$ cat config.mk
export PLATFORM = sky130hd
export DESIGN_NAME = large_community_text_parser
export DESIGN_NICKNAME = d
export VERILOG_FILES = /design/src/hw/rtl/lctp_pkg.sv /design/src/hw/rtl/lctp_core.sv /design/src/hw/rtl/lctp_out_buf.sv /design/src/hw/rtl/large_community_text_parser.sv
export SDC_FILE = /design/constraint.sdc
export NUM_CORES = 1
export LEC_CHECK = 0
export CAP_MARGIN = 20
export CELL_PAD_IN_SITES_DETAIL_PLACEMENT = 1
export CELL_PAD_IN_SITES_GLOBAL_PLACEMENT = 2
export CORE_MARGIN = 2
export CORE_UTILIZATION = 46
export DETAILED_ROUTE_END_ITERATION = 12
export DONT_BUFFER_PORTS = 1
export PLACE_DENSITY = 0.88
export SYNTH_ARGS = -nofsm -noshare
export SYNTH_HDL_FRONTEND = slang
export SYNTH_SLANG_ARGS = --single-unit
$ cat constraint.sdc
create_clock -name clk -period 11.46 [get_ports clk]
set_input_delay 1.146 -clock clk [delete_from_list [all_inputs] [get_ports clk]]
set_output_delay 1.146 -clock clk [all_outputs]
set_load 0.01 [all_outputs]
$ cat src/hw/rtl/lctp_pkg.sv
// shared types, constants and character classes for the large-community text parser
`timescale 1ns / 1ps

package lctp_pkg;

    // default saturation limit of the character count
    localparam int MAX_LEN_DEFAULT = 255;

    // field limits and character codes
    localparam logic [31:0] FIELD_VALUE_MAX = 32'hFFFF_FFFF;
    localparam logic [7:0]  CH_COLON        = 8'h3A;
    localparam logic [7:0]  CH_ZERO         = 8'h30;
    localparam logic [7:0]  CH_NINE         = 8'h39;
    localparam logic [7:0]  CH_SPACE        = 8'h20;
    localparam logic [7:0]  CH_TAB          = 8'h09;
    localparam logic [7:0]  CH_CR           = 8'h0D;
    localparam logic [3:0]  RADIX           = 4'd10;

    // widest value the consumed_len field holds
    localparam logic [7:0]  LEN_FIELD_MAX = 8'hFF;

    // field index codes
    localparam logic [1:0]  FIELD_GLOBAL = 2'd0;
    localparam logic [1:0]  FIELD_HIGH   = 2'd1;
    localparam logic [1:0]  FIELD_LOW    = 2'd2;

    // parse phase, one-hot
    typedef enum logic [4:0] {
        PH_SKIP   = 5'b00001,
        PH_DIGITS = 5'b00010,
        PH_ZERO   = 5'b00100,
        PH_DONE   = 5'b01000,
        PH_FAIL   = 5'b10000
    } phase_t;

    // one result item
    typedef struct packed {
        logic [31:0] global_part;
        logic [31:0] high_local;
        logic [31:0] low_local;
        logic        parse_ok;
        logic [7:0]  consumed_len;
        logic        range_hit;
    } result_t;

    // whitespace class: tab through carriage return, and space
    function automatic logic is_space(input logic [7:0] c);
        return (c == CH_SPACE) || ((c >= CH_TAB) && (c <= CH_CR));
    endfunction

    // decimal digit class
    function automatic logic is_digit(input logic [7:0] c);
        return (c >= CH_ZERO) && (c <= CH_NINE);
    endfunction

endpackage

$ cat src/hw/rtl/lctp_core.sv
// parse state registers and the per-character next-state logic
`timescale 1ns / 1ps

module lctp_core #(
    parameter int MAX_LEN = lctp_pkg::MAX_LEN_DEFAULT
) (
    input  logic              clk,
    input  logic              rst_n,
    input  logic              accept,
    input  logic [7:0]        ch,
    input  logic              last,
    output logic              res_valid,
    output lctp_pkg::result_t res
);

    localparam int PW = $clog2(MAX_LEN + 1);
    localparam logic [PW-1:0] POS_MAX = PW'(MAX_LEN);

    typedef struct packed {
        lctp_pkg::phase_t phase;
        logic [1:0]       field_index;
        logic [31:0]      accumulator;
        logic             acc_overflow;
        logic [31:0]      first_value;
        logic [31:0]      second_value;
        logic [31:0]      third_value;
        logic [PW-1:0]    position;
        logic [PW-1:0]    end_position;
        logic             range_sticky;
    } pstate_t;

    localparam pstate_t PSTATE_RESET = '{
        phase:        lctp_pkg::PH_SKIP,
        field_index:  lctp_pkg::FIELD_GLOBAL,
        accumulator:  32'd0,
        acc_overflow: 1'b0,
        first_value:  32'd0,
        second_value: 32'd0,
        third_value:  32'd0,
        position:     '0,
        end_position: '0,
        range_sticky: 1'b0
    };

    // saturating character count
    function automatic logic [PW-1:0] bump(input logic [PW-1:0] p);
        return (p < POS_MAX) ? p + PW'(1) : p;
    endfunction

    // write a finished field into its slot
    function automatic pstate_t store_field(input pstate_t s, input logic [31:0] v);
        pstate_t r;
        r = s;
        case (s.field_index)
            lctp_pkg::FIELD_GLOBAL: r.first_value  = v;
            lctp_pkg::FIELD_HIGH:   r.second_value = v;
            default:                r.third_value  = v;
        endcase
        return r;
    endfunction

    // a field just ended, c follows it (none marks the closing terminator)
    function automatic pstate_t after_field(input pstate_t s, input logic [7:0] c,
                                            input logic none);
        pstate_t r;
        r = s;
        if (s.field_index >= lctp_pkg::FIELD_LOW) begin
            r.end_position = s.position;
            r.phase        = lctp_pkg::PH_DONE;
        end else if (!none && (c == lctp_pkg::CH_COLON)) begin
            r.field_index = s.field_index + 2'd1;
            r.position    = bump(s.position);
            r.phase       = lctp_pkg::PH_SKIP;
        end else begin
            r.phase = lctp_pkg::PH_FAIL;
        end
        return r;
    endfunction

    // one character step of the parser
    function automatic pstate_t feed(input pstate_t s, input logic [7:0] c,
                                     input logic none);
        pstate_t     r;
        logic [3:0]  d;
        logic [35:0] v;
        r = s;
        d = c[3:0] - lctp_pkg::CH_ZERO[3:0];
        v = ({4'd0, s.accumulator} << 3) + ({4'd0, s.accumulator} << 1) + {32'd0, d};
        unique case (s.phase)
            lctp_pkg::PH_SKIP:
            begin
                if (!none && lctp_pkg::is_space(c)) begin
                    r.position = bump(s.position);
                end else if (!none && (c == lctp_pkg::CH_ZERO)) begin
                    r          = store_field(s, 32'd0);
                    r.position = bump(s.position);
                    if (s.field_index >= lctp_pkg::FIELD_LOW) begin
                        r.end_position = r.position;
                        r.phase        = lctp_pkg::PH_DONE;
                    end else begin
                        r.phase = lctp_pkg::PH_ZERO;
                    end
                end else if (!none && lctp_pkg::is_digit(c)) begin
                    r.accumulator  = {28'd0, d};
                    r.acc_overflow = 1'b0;
                    r.position     = bump(s.position);
                    r.phase        = lctp_pkg::PH_DIGITS;
                end else begin
                    r.phase = lctp_pkg::PH_FAIL;
                end
            end
            lctp_pkg::PH_DIGITS:
            begin
                if (!none && lctp_pkg::is_digit(c)) begin
                    if (!s.acc_overflow) begin
                        if (v[35:32] != 4'd0) begin
                            r.acc_overflow = 1'b1;
                            r.accumulator  = lctp_pkg::FIELD_VALUE_MAX;
                        end else begin
                            r.accumulator = v[31:0];
                        end
                    end
                    r.position = bump(s.position);
                end else begin
                    r = store_field(s, s.accumulator);
                    if (s.acc_overflow) begin
                        r.range_sticky = 1'b1;
                    end
                    r = after_field(r, c, none);
                end
            end
            lctp_pkg::PH_ZERO:
            begin
                r = after_field(s, c, none);
            end
            default:
            begin
                r = s;
            end
        endcase
        return r;
    endfunction

    pstate_t state_reg;
    pstate_t state_next;
    pstate_t after_char;
    pstate_t after_close;

    logic [PW+7:0] end_wide;

    // byte step, then the closing terminator step for the final byte
    always_comb
    begin
        after_char  = feed(state_reg, ch, 1'b0);
        after_close = feed(after_char, 8'd0, 1'b1);
    end

    // next state: return to reset after the final byte
    always_comb
    begin
        state_next = state_reg;
        if (accept) begin
            state_next = last ? PSTATE_RESET : after_char;
        end
    end

    always_ff @(posedge clk or negedge rst_n)
    begin
        if (!rst_n) begin
            state_reg <= PSTATE_RESET;
        end else begin
            state_reg <= state_next;
        end
    end

    // result item for the final byte
    assign end_wide  = {8'd0, after_close.end_position};
    assign res_valid = accept && last;

    always_comb
    begin
        res           = '0;
        res.range_hit = after_close.range_sticky;
        if (after_close.phase == lctp_pkg::PH_DONE) begin
            res.global_part  = after_close.first_value;
            res.high_local   = after_close.second_value;
            res.low_local    = after_close.third_value;
            res.parse_ok     = 1'b1;
            res.consumed_len = (end_wide > (PW+8)'(lctp_pkg::LEN_FIELD_MAX))
                             ? lctp_pkg::LEN_FIELD_MAX : end_wide[7:0];
        end
    end

endmodule

$ cat src/hw/rtl/lctp_out_buf.sv
// two-entry result buffer between the parser and the result channel
`timescale 1ns / 1ps

module lctp_out_buf (
    input  logic              clk,
    input  logic              rst_n,
    input  logic              wr_en,
    input  lctp_pkg::result_t wr_data,
    output logic              full,
    output logic              rd_valid,
    input  logic              rd_stall,
    output lctp_pkg::result_t rd_data
);

    lctp_pkg::result_t entry_reg [2];

    logic       wr_ptr_reg;
    logic       wr_ptr_next;
    logic       rd_ptr_reg;
    logic       rd_ptr_next;
    logic [1:0] count_reg;
    logic [1:0] count_next;
    logic       pop;

    assign full     = (count_reg == 2'd2);
    assign rd_valid = (count_reg != 2'd0);
    assign rd_data  = entry_reg[rd_ptr_reg];
    assign pop      = rd_valid && !rd_stall;

    // pointer and fill count update
    always_comb
    begin
        wr_ptr_next = wr_en ? ~wr_ptr_reg : wr_ptr_reg;
        rd_ptr_next = pop ? ~rd_ptr_reg : rd_ptr_reg;
        count_next  = count_reg + {1'b0, wr_en} - {1'b0, pop};
    end

    always_ff @(posedge clk or negedge rst_n)
    begin
        if (!rst_n) begin
            wr_ptr_reg <= 1'b0;
            rd_ptr_reg <= 1'b0;
            count_reg  <= 2'd0;
        end else begin
            wr_ptr_reg <= wr_ptr_next;
            rd_ptr_reg <= rd_ptr_next;
            count_reg  <= count_next;
        end
    end

    // payload storage
    always_ff @(posedge clk)
    begin
        if (wr_en) begin
            entry_reg[wr_ptr_reg] <= wr_data;
        end
    end

endmodule

$ cat src/hw/rtl/large_community_text_parser.sv
// top level of the large-community text parser
`timescale 1ns / 1ps

// Parses "global:high:low" large-community text, one byte per item.
// Character channel: char_valid/char_stall carry ch and last; last marks the
// final byte of a string. Result channel: result_valid/result_stall carry the
// three values, parse_ok, consumed_len and range_hit, one item per string.
// Throughput: one character item per cycle while char_stall is low; the parse state updates in the
// same cycle the byte is taken, through the digit multiply-add and phase logic.
// The result item is written into the result buffer when the item with last=1
// is accepted, and shows on the result channel behind any earlier result.
// A two-entry result buffer sits between the parser and the result channel, so
// characters keep flowing while a result waits. char_stall rises whenever
// both entries are full, also when the receiver takes one in that cycle.
// Reset clears the parse state and empties the result buffer; no clearing
// pass, the block takes items from the first cycle after reset.
// Failed strings give zero values, parse_ok 0 and consumed_len 0.

module large_community_text_parser #(
    parameter int MAX_LEN = lctp_pkg::MAX_LEN_DEFAULT
) (
    input  logic        clk,
    input  logic        rst_n,
    input  logic        char_valid,
    output logic        char_stall,
    input  logic [7:0]  ch,
    input  logic        last,
    output logic        result_valid,
    input  logic        result_stall,
    output logic [31:0] global_part,
    output logic [31:0] high_local,
    output logic [31:0] low_local,
    output logic        parse_ok,
    output logic [7:0]  consumed_len,
    output logic        range_hit
);

    logic              accept;
    logic              res_valid;
    logic              buf_full;
    lctp_pkg::result_t res;
    lctp_pkg::result_t out_item;

    // input handshake
    assign char_stall = buf_full;
    assign accept     = char_valid && !char_stall;

    // parser
    lctp_core #(
        .MAX_LEN (MAX_LEN)
    ) u_core (
        .clk       (clk),
        .rst_n     (rst_n),
        .accept    (accept),
        .ch        (ch),
        .last      (last),
        .res_valid (res_valid),
        .res       (res)
    );

    // result buffer
    lctp_out_buf u_out_buf (
        .clk      (clk),
        .rst_n    (rst_n),
        .wr_en    (res_valid),
        .wr_data  (res),
        .full     (buf_full),
        .rd_valid (result_valid),
        .rd_stall (result_stall),
        .rd_data  (out_item)
    );

    // result fields
    assign global_part  = out_item.global_part;
    assign high_local   = out_item.high_local;
    assign low_local    = out_item.low_local;
    assign parse_ok     = out_item.parse_ok;
    assign consumed_len = out_item.consumed_len;
    assign range_hit    = out_item.range_hit;

endmodule

==> flow_summary.rst <==
.. list-table::
   :header-rows: 1

   * - Metric
     - Value
   * - Run status
     - finished clean
   * - Type of origin of the critical path
     - flop
   * - Insertion delay to the later sink of the worst-skew pair
     - approximately 0.57 ns
   * - Final cell count without fillers
     - ~2400
   * - Buffer type at the clock tree root
     - sky130_fd_sc_hd__clkbuf_16
   * - Via count
     - about 16000
   * - Core box area
     - between 40000 and 50000 um^2
   * - Clock group share of total power
     - 0.307
   * - Distinct cell type count of the synthesized netlist
     - a little over 80
   * - Final wirelength
     - approximately 64000 um
   * - Final ANT Viol Nets
     - 0
   * - Library cell occupying the most area in the post-synthesis netlist
     - sky130_fd_sc_hd__edfxtp_1
   * - Starting density of the core
     - 0.468
   * - Most used cell along the critical path
     - sky130_fd_sc_hd__fa_1
   * - Standard cell with the maximum stage delay on the critical path
     - sky130_fd_sc_hd__nand4bb_1
   * - Flip-flop count of the largest register, all copies and words added
     - ~210
   * - Final hold slack
     - about 0.28 ns
   * - Worst relative slew slack
     - 0.225
   * - GP Congestion
     - 0.881
   * - Commonest non-fill, non-tap cell in the layout
     - sky130_fd_sc_hd__nand2_1
   * - Number of hold-slack violations in the final timing report
     - 0
   * - Syn_area_per_cell
     - 10.6 um^2
   * - Critical path class
     - flop to flop
   * - Series of cell instances along the critical path
     - inv_1 > fa_1 > fa_1 > nand2b_1 > a21oi_1 > o21ai_0 > o31ai_1 > a311oi_1 > xnor2_1 > nand4bb_1 > o221ai_1 > a31oi_1
   * - I/O Pins
     - 121
   * - Floorplan row count
     - 76
   * - HPWL after detailed placement
     - roughly 40000 um
   * - Number of H-tree levels
     - 2
   * - Worst setup EP type
     - flop
   * - Setup-violating endpoint count in the final report
     - 0
   * - Portion of total power attributed to combinational logic
     - 0.281
   * - Setup repair after global routing missed its margin
     - no
   * - Count of antenna diodes in the layout
     - 0
   * - Arr. time, crit path
     - between 5 and 6 ns
   * - I/O Buffers
     - 0
   * - Async set-or-reset flop fraction in the synthesized netlist
     - 0.425
   * - Min-delay worst type
     - primary input to async pin
   * - Post-CTS setup buffer count
     - 0
   * - Area contributors post-synth
     - sky130_fd_sc_hd__edfxtp_1 (31%), sky130_fd_sc_hd__dfrtp_1 (19%), sky130_fd_sc_hd__a32oi_1 (7.4%)
   * - GRT Util Overall
     - 0.278
   * - Ratio of cells with drive above 1 in the final layout
     - 0.122
   * - Largest voltage drop on the vdd net
     - 212 uV
   * - Number of CTS-inserted buffers
     - 42
   * - DR WL/cell
     - approximately 27 um
   * - Slew Viols, Final
     - 0
   * - Number of clock sinks seen by CTS
     - between 300 and 400
   * - Min cycle time layout
     - about 5.2 ns
   * - Proportion of total power due to net switching
     - 0.368
   * - Die area
     - around 46000 um^2
   * - Total negative slack
     - 0 ns
   * - Final net count
     - between 1500 and 2000
   * - Leakage power total
     - just under 8 nW
   * - Vias in the first global route
     - ~16000
   * - Most frequent cells in the layout
     - sky130_fd_sc_hd__nand2_1 (221), sky130_fd_sc_hd__edfxtp_1 (212), sky130_fd_sc_hd__o21ai_0 (176), sky130_fd_sc_hd__a32oi_1 (170), sky130_fd_sc_hd__dfrtp_1 (155)
   * - Number of antenna violations at the first check in global routing
     - 0
   * - First-pass GRT wire length
     - slightly below 100000 um
   * - Deepest clock path buffer count
     - 3
   * - Detailed Routing Iterations Pass 1
     - 5
   * - Setup clock skew after layout
     - 0.0180 ns
   * - Total of cells resized after clock tree synthesis
     - 0
   * - Number of flip-flops and latches in the synthesized netlist
     - around 370
   * - Dominant register cell in the synthesized netlist
     - sky130_fd_sc_hd__edfxtp_1
   * - Gate count after technology mapping
     - between 1500 and 2000
   * - Iteration-0 DRC count of the detailed router
     - 1335
   * - DRC viols
     - 0
   * - Chip width
     - about 210 um
   * - Layout area overhead
     - 7.52%
   * - Clock input transition at the sequential cells of the worst setup and hold paths
     - 0.06 ns
   * - Crit path required time
     - about 12 ns
   * - Pin count of the biggest net entering global routing
     - 158
   * - Detail-routed via count per cell
     - about 6.6
   * - Power share of the sequential group
     - 0.412
   * - Overflow left after global routing
     - 0
   * - Share of synthesized area occupied by flip-flops and latches
     - 0.509
   * - Cell area power density
     - roughly 190 nW/um^2
   * - Biggest cell delay along the critical path
     - approximately 0.76 ns
   * - Total of warnings raised by yosys
     - 0
   * - Cell Count Post-Placement
     - ~2300
   * - Largest fanout on the critical path
     - 13
   * - Area fraction of the dominant cell type after synthesis
     - 0.315
   * - Number of flops mapped to enable cells by yosys
     - roughly 210
   * - Family of cells with the greatest summed delay on the critical path
     - compound AO/OA/AOI/OAI gates
   * - Number of maximum-capacitance violations
     - 0
   * - TritonCTS clock tree
     - done
   * - Cell Int Power
     - 2.61 mW
   * - Number of nets in the synthesized netlist
     - just under 2000
   * - Height of the die
     - between 200 and 250 um
   * - Netlist area before placement
     - about 20000 um^2
   * - Power spent charging and discharging nets
     - approximately 1.5 mW
   * - Final core occ
     - 0.503
   * - CTS Hold Bufs
     - 0
   * - Portion of the clock cycle consumed by the worst path in the final layout
     - 0.455
   * - Timing-limited maximum frequency
     - roughly 0.19 GHz
   * - Buffer and inverter count on the worst path
     - 1
   * - Actual slew at the worst max-slew pin
     - about 1.2 ns
layer usage:
layer	wire [um]	vias up	global-route usage
met5	0	-	0
met4	2060	0	0.101
met3	3400	116	0.0423
met2	31100	467	0.470
met1	27000	8230	0.365
li1	-	7107	-
Yosys cell counts (10+ instances only):
cell                          n
sky130_fd_sc_hd__a32o_1      16
sky130_fd_sc_hd__a21o_1      21
sky130_fd_sc_hd__dfrtp_1    156
sky130_fd_sc_hd__nor2_1      80
sky130_fd_sc_hd__a221oi_1    15
sky130_fd_sc_hd__nor3_1      16
sky130_fd_sc_hd__a21oi_1    127
sky130_fd_sc_hd__a32oi_1    170
sky130_fd_sc_hd__nand3_1     15
sky130_fd_sc_hd__mux2_2     107
sky130_fd_sc_hd__and2_1      10
sky130_fd_sc_hd__xor2_1      20
sky130_fd_sc_hd__o2bb2ai_1   12
sky130_fd_sc_hd__nand2_1    224
sky130_fd_sc_hd__ha_1        69
sky130_fd_sc_hd__inv_1       28
sky130_fd_sc_hd__o21ai_0    176
sky130_fd_sc_hd__clkbuf_1   161
sky130_fd_sc_hd__a211oi_1    19
sky130_fd_sc_hd__o221ai_1    22
sky130_fd_sc_hd__edfxtp_1   212
sky130_fd_sc_hd__xnor2_1     19
sky130_fd_sc_hd__buf_2       21
sky130_fd_sc_hd__a31oi_1     16
sky130_fd_sc_hd__nand4_1     16
worst paths after layout:
path | slack [ns] | to | depth (start not counted) | startpoint
hold / removal | 0.28 | u_core.state_reg[14] | 0 | rst_n
min in group clk | 0.49 | u_core.state_reg[84] | 2 | u_core.state_reg[84]
setup reg to reg | 6.24 | u_out_buf.entry_reg[0][10] | 12 | u_core.state_reg[114]
hold reg to reg | 0.49 | u_core.state_reg[84] | 2 | u_core.state_reg[84]
setup / recovery | 6.24 | u_out_buf.entry_reg[0][10] | 12 | u_core.state_reg[114]
max in group asynchronous | 10.89 | u_core.state_reg[135] | 0 | rst_n
worst register-to-register path: stages (launching register included):
cell and delay (ns):
sky130_fd_sc_hd__dfrtp_1 0.67, sky130_fd_sc_hd__inv_1 0.13, sky130_fd_sc_hd__fa_1 0.52, sky130_fd_sc_hd__fa_1 0.42, sky130_fd_sc_hd__nand2b_1 0.19, sky130_fd_sc_hd__a21oi_1 0.34, sky130_fd_sc_hd__o21ai_0 0.29, sky130_fd_sc_hd__o31ai_1 0.56
sky130_fd_sc_hd__a311oi_1 0.20, sky130_fd_sc_hd__xnor2_1 0.20, sky130_fd_sc_hd__nand4bb_1 0.76, sky130_fd_sc_hd__o221ai_1 0.51, sky130_fd_sc_hd__a31oi_1 0.16
per-stage QoR:
step | total power, mW | setup slack (ns) | area (um^2)
finish | 4.12 | 6.24 | 21800
global placement | 2.83 | 6.09 | 20400
global route | 4.29 | 5.90 | 21800
detailed placement | 2.86 | 5.92 | 20400
CTS | 4.13 | 6.35 | 21700
floorplan | 2.53 | 4.66 | 20200
cell type report:
class | count | area (um^2)
multi-input cells | 1310 | 9090
clock inverters | 19 | 105
repair buffers | 25 | 253
inverters | 28 | 105
well taps | 585 | 732
flip-flops and latches | 369 | 10300
fillers | 4588 | 21500
clock buffers | 58 | 1170
kinds of logic after synthesis:
group                      count (synthesis)  share of synthesized area
AOI/OAI and AO/OA                        669                      0.228
muxes                                    113                     0.0625
and+or+nand+nor                          418                     0.0943
adders and majority gates                 71                     0.0446
DFF                                      369                      0.509
buffers and inverters                    225                     0.0452
xor gates and xnor gates                  39                     0.0169
power groups by stage:
stage	Clock [mW]	Sequential [mW]	Combinational (mW)
2_1_floorplan	0	1.62	0.912
3_3_place_gp	0	1.71	1.12
3_5_place_dp	0	1.72	1.14
4_1_cts	1.29	1.70	1.14
5_1_grt	1.33	1.72	1.24
6_report	1.27	1.70	1.16
(Power assumes the default switching activity.)
